`src/hw/rtl/ppq_pkg.sv`:
```
package ppq_pkg;

  localparam int unsigned DEPTH_DEF = 64;

  localparam int unsigned OP_W = 3;
  localparam int unsigned ADDR_W = 32;
  localparam int unsigned TOS_W = 8;
  localparam int unsigned HND_W = 16;
  localparam int unsigned KIND_W = 3;
  localparam int unsigned CNT_W = 7;

  localparam logic [OP_W-1:0] OP_ENQ = 3'd0;
  localparam logic [OP_W-1:0] OP_CHECK = 3'd1;
  localparam logic [OP_W-1:0] OP_DROP = 3'd2;
  localparam logic [OP_W-1:0] OP_SEND = 3'd3;
  localparam logic [OP_W-1:0] OP_FLUSH = 3'd4;

  localparam logic [KIND_W-1:0] RK_ACCEPTED = 3'd0;
  localparam logic [KIND_W-1:0] RK_FULL = 3'd1;
  localparam logic [KIND_W-1:0] RK_PRESENT = 3'd2;
  localparam logic [KIND_W-1:0] RK_ABSENT = 3'd3;
  localparam logic [KIND_W-1:0] RK_REMOVED = 3'd4;
  localparam logic [KIND_W-1:0] RK_NONE = 3'd5;

  typedef struct packed {
    logic [ADDR_W-1:0] dest;
    logic [ADDR_W-1:0] src;
    logic [TOS_W-1:0] tos;
    logic [HND_W-1:0] hnd;
  } entry_t;

  // Row command: shift towards the head, append at the tail
  typedef struct packed {
    logic shift;
    logic append;
  } row_ctl_t;

  typedef enum logic [1:0] {
    ST_IDLE,
    ST_SCAN,
    ST_NONE
  } state_t;

endpackage

```
`src/hw/rtl/ppq_cell.sv`:
```
// One slot of the queue. On shift it takes its right neighbour's entry; the
// tail cell takes the appended entry instead, so a shift and an append can
// land in the same cycle.
module ppq_cell (
  input  logic              clk,
  input  logic              rst_n,
  input  ppq_pkg::row_ctl_t ctl,
  input  logic              is_tail,
  input  logic              next_valid,
  input  ppq_pkg::entry_t   next_entry,
  input  ppq_pkg::entry_t   new_entry,
  output logic              valid,
  output ppq_pkg::entry_t   entry
);

  logic            valid_r, valid_nxt;
  ppq_pkg::entry_t entry_r, entry_nxt;

  always_comb begin
    valid_nxt = valid_r;
    entry_nxt = entry_r;
    if (ctl.append && is_tail) begin
      valid_nxt = 1'b1;
      entry_nxt = new_entry;
    end else if (ctl.shift) begin
      valid_nxt = next_valid;
      entry_nxt = next_entry;
    end
  end

  always_ff @(posedge clk) begin
    if (!rst_n) begin
      valid_r <= 1'b0;
    end else begin
      valid_r <= valid_nxt;
    end
    entry_r <= entry_nxt;
  end

  assign valid = valid_r;
  assign entry = entry_r;

endmodule

```
`config.mk`:
```
export PLATFORM = sky130hd
export DESIGN_NAME = ppq_cell
export DESIGN_NICKNAME = d
export VERILOG_FILES = /design/src/hw/rtl/ppq_pkg.sv /design/src/hw/rtl/ppq_cell.sv
export SDC_FILE = /design/constraint.sdc
export NUM_CORES = 1
export LEC_CHECK = 0
export ABC_AREA = 1
export ABC_CLOCK_PERIOD_IN_PS = 9600
export BUFFER_PORTS_ARGS = -buffer_cell sky130_fd_sc_hd__buf_4
export CORE_AREA = 2 2 106 108
export CTS_BUF_LIST = sky130_fd_sc_hd__clkbuf_4 sky130_fd_sc_hd__clkbuf_8
export DETAILED_ROUTE_END_ITERATION = 12
export DIE_AREA = 0 0 108 110
export PLACE_DENSITY = 0.85
export SYNTH_ARGS = -nofsm -noshare
export SYNTH_HDL_FRONTEND = slang
export SYNTH_SLANG_ARGS = --single-unit
```
`constraint.sdc`:
```
create_clock -name clk -period 9.6 [get_ports clk]
set_clock_uncertainty 0.05 [all_clocks]
set_input_delay 1.92 -clock clk [delete_from_list [all_inputs] [get_ports clk]]
set_output_delay 1.92 -clock clk [all_outputs]
set_load 0.01 [all_outputs]
```
==> run summary <==
The run finished with clean final reports. Yosys mapped a number of flops with a built-in enable equal to 88. The number of max-slew violations in the final report came out at 0. Setup repair after global routing left no endpoint under its margin. For this run, the top clock speed supported by timing is 297.5 MHz. Counting tap cells, the placed design contains a total of 776 instances.

The number of top-level pins is 271. The full die area is 11880 µm². The largest delay contributor family on the critical path is simple AND/OR/NAND/NOR gates.

The post-route minimum period is 3.361 ns. In this design, the critical path's most frequently occurring cell is sky130_fd_sc_hd__nand2_4. After clock tree synthesis, the flow added hold-fix buffers numbering 0.

Among all cell types in the netlist, the one instantiated most often is sky130_fd_sc_hd__nand2_1. The area of all placed cells without fillers is 6260 µm². The number of hold violations in the final report came to 0. A synthesized cell averages 10.24 µm². The top cell type by total area after synthesis is sky130_fd_sc_hd__edfxtp_1.

Summed over all layers, the global routing overflow is 0. The CTS H-tree depth is 3. The first routing iteration left 223 violations.

The routed wire length is 11800 µm. The quantity of gates resized following cts came out at 0. The clock tree from TritonCTS is yes. In the synthesized netlist the dominant register cell turns out to be sky130_fd_sc_hd__edfxtp_1. The clock slew seen by the registers of the worst setup and hold paths is 0.09 ns. The total core area came out at 10700 µm².

After detailed placement, the total cell area comes to 6041 µm². The clock sink count came out at 89. The remaining routing DRC violations is 0.

Counting the fill cells in the layout gives 886. At the pin with the least slew margin, the transition time is 1.136 ns. The largest single stage delay on the critical path is 0.83 ns.

The total negative setup slack came out at 0 ns. The share of synthesized area in the top cell type comes to 65.81%. The horizontal die dimension is 108 µm. The cell at the root of the clock tree is sky130_fd_sc_hd__clkbuf_8. The initial core utilization is 37.53%.

Ranked by instance count, the synthesized netlist is headed by sky130_fd_sc_hd__nand2_1 (179), sky130_fd_sc_hd__edfxtp_1 (88), sky130_fd_sc_hd__nand3_1 (88), sky130_fd_sc_hd__buf_2 (15). Detailed placement ended at an HPWL of 8650 µm. The area growth from synthesis to layout is 55.91%. The register bit count reported by yosys came out at 89.

Once layout is complete, the utilization of the core stands at 58.51%. The post-synth net total came out at 574. The number of global-route vias before repair came to 3596.

By area the synthesized netlist is led by sky130_fd_sc_hd__edfxtp_1 (66%), sky130_fd_sc_hd__nand2_1 (17%), sky130_fd_sc_hd__nand3_1 (11%), sky130_fd_sc_hd__buf_6 (2.0%), sky130_fd_sc_hd__buf_2 (1.9%). Max-cap violations in this run came to 0. The largest fanout of any net on the critical path is 88. 0 antenna diodes ended up in the layout. The initial antenna violation count came out at 0.

Clock tree synthesis inserted a total of 9 buffers. The number of warnings issued by yosys came out at 0. In this run the remaining antenna-violating nets after routing total 0.

Setup violations remaining at the end of the flow were counted as 0. Sequential cells were found to cover 66.31% of the synthesized design area. The total setup buffers inserted after CTS is 0.

Together, buffers and inverters on the worst path number 1. The number of rows in the core area came out at 38. The highest-delay cell along the critical path is sky130_fd_sc_hd__nand2_4.

The via count of the routed design came out at 3799. The critical path goes through buf_4 -> nand2_4 -> nand2_4. In this run the static leakage power is 3.104 nW. STA classifies the critical path endpoint as a register. Cells with a size suffix above 1 make up 44.63% of the layout. The tightest min-delay check is of the register to register type.

The count of non-filler cells in the finished layout came out at 792. The global-route wire length before repair is 16810 µm. The fraction of the cycle the final worst path needs is 35.01%.

The vertical extent of the die came out at 110 µm. The global router's overall resource usage is 18.66%. The final RePlAce weighted congestion came out at 0.8555. The headroom to the max-slew limit came out at 24.30%. The clock passes through at most 2 buffers. IR analysis of the VDD net gives a maximum drop of 90.69 µV.

Entering global routing, the biggest net connects 90 pins. The cell count after synthesis came out at 392. The first detailed-routing pass ran for 7 iterations. At the later pin of the worst-skew pair, clock insertion delay measures 0.35 ns.

The worst setup path is launched from an input port. The total power density per cell area is 157.7 nW/µm². The required time at the worst-slack endpoint is 9.52 ns.

The critical setup path kind is input port to register. The average vias per placed instance came out at 4.797. The share of flip-flops with an asynchronous set or reset after synthesis is 0%.

The number of input and output port buffers inserted is 270. The arrival time of data at the critical path endpoint came out at 3.28 ns. The mapped netlist covers 4015 µm². The net count reported at finish is 829. The netlist uses 10 different library cells. After detailed routing, the average wire length per cell comes to 14.89 µm.
-- routing by layer --
| layer | part of all wire, % | track usage (%) | up-vias |
|---|---|---|---|
| met3 | 7.8 | 4.821 | 27 |
| met1 | 37 | 20.98 | 1749 |
| li1 | - | - | 1835 |
| met2 | 53 | 33.06 | 188 |
| met5 | 0 | 0 | - |
| met4 | 2.9 | 9.158 | 0 |
-- power by group --
part	internal (mW)	leakage, nW	total [mW]	switching, mW
Sequential	0.480	0.890	0.494	0.0137
Clock	0.152	0.106	0.282	0.130
Combinational	0.113	2.11	0.211	0.0987
Total	0.745	3.10	0.987	0.242
-- worst reg2reg max path, cell delays in order (launching register included) --
cell	delay (ns)
sky130_fd_sc_hd__dfxtp_1	0.36
sky130_fd_sc_hd__inv_1	0.05
sky130_fd_sc_hd__nor2_1	0.08
sky130_fd_sc_hd__nor2_1	0.05
sky130_fd_sc_hd__nor2_1	0.08
-- per-stage QoR --
stage               worst slack (ns)  total power [mW]  hold slack (ns)
finish                         6.239            0.9871           0.5374
global route                   6.131             1.028           0.5501
CTS                            6.269            0.9971           0.5349
detailed placement             5.885            0.7156           0.5204
global placement               5.950            0.7080           0.5155
floorplan                      4.904            0.5800           0.5206
-- area by class of cell --
cell class              count  area (µm²)  area share, %
repair buffers            273        2049          32.74
flip-flops and latches     89        2663          42.53
well taps                 140       175.2          2.798
clock buffers              11       138.9          2.219
inverters                   3       11.26         0.1799
clock inverters             5       80.08          1.279
multi-input cells         271        1142          18.25
-- layout by cell type (no fill, tap or decap), drive strengths merged --
cell type,instances
bufinv,2
clkbuf,11
clkinvlp,2
buf,273
dfxtp,1
inv,3
nand2,180
nor2,3
edfxtp,88
nand3,88
clkinv,1
-- final timing paths --
check	startpoint	slack (ns)	cells after the start	to
worst max-delay path	ctl[0]	6.24	3	entry[85]
worst min-delay path	valid	0.54	4	valid
worst max register to register	valid	8.88	4	valid
worst min register to register	valid	0.54	4	valid
-- state kept, by name (all words and copies together) (netlist names) --
register  cells
entry        88
valid         1
-- kinds of logic after synthesis --
logic type	synth area share, %
and+or+nand+nor	28.26
DFF	66.31
buffers and inverters	5.422
Note: power is estimated with default switching activity, not from simulation.
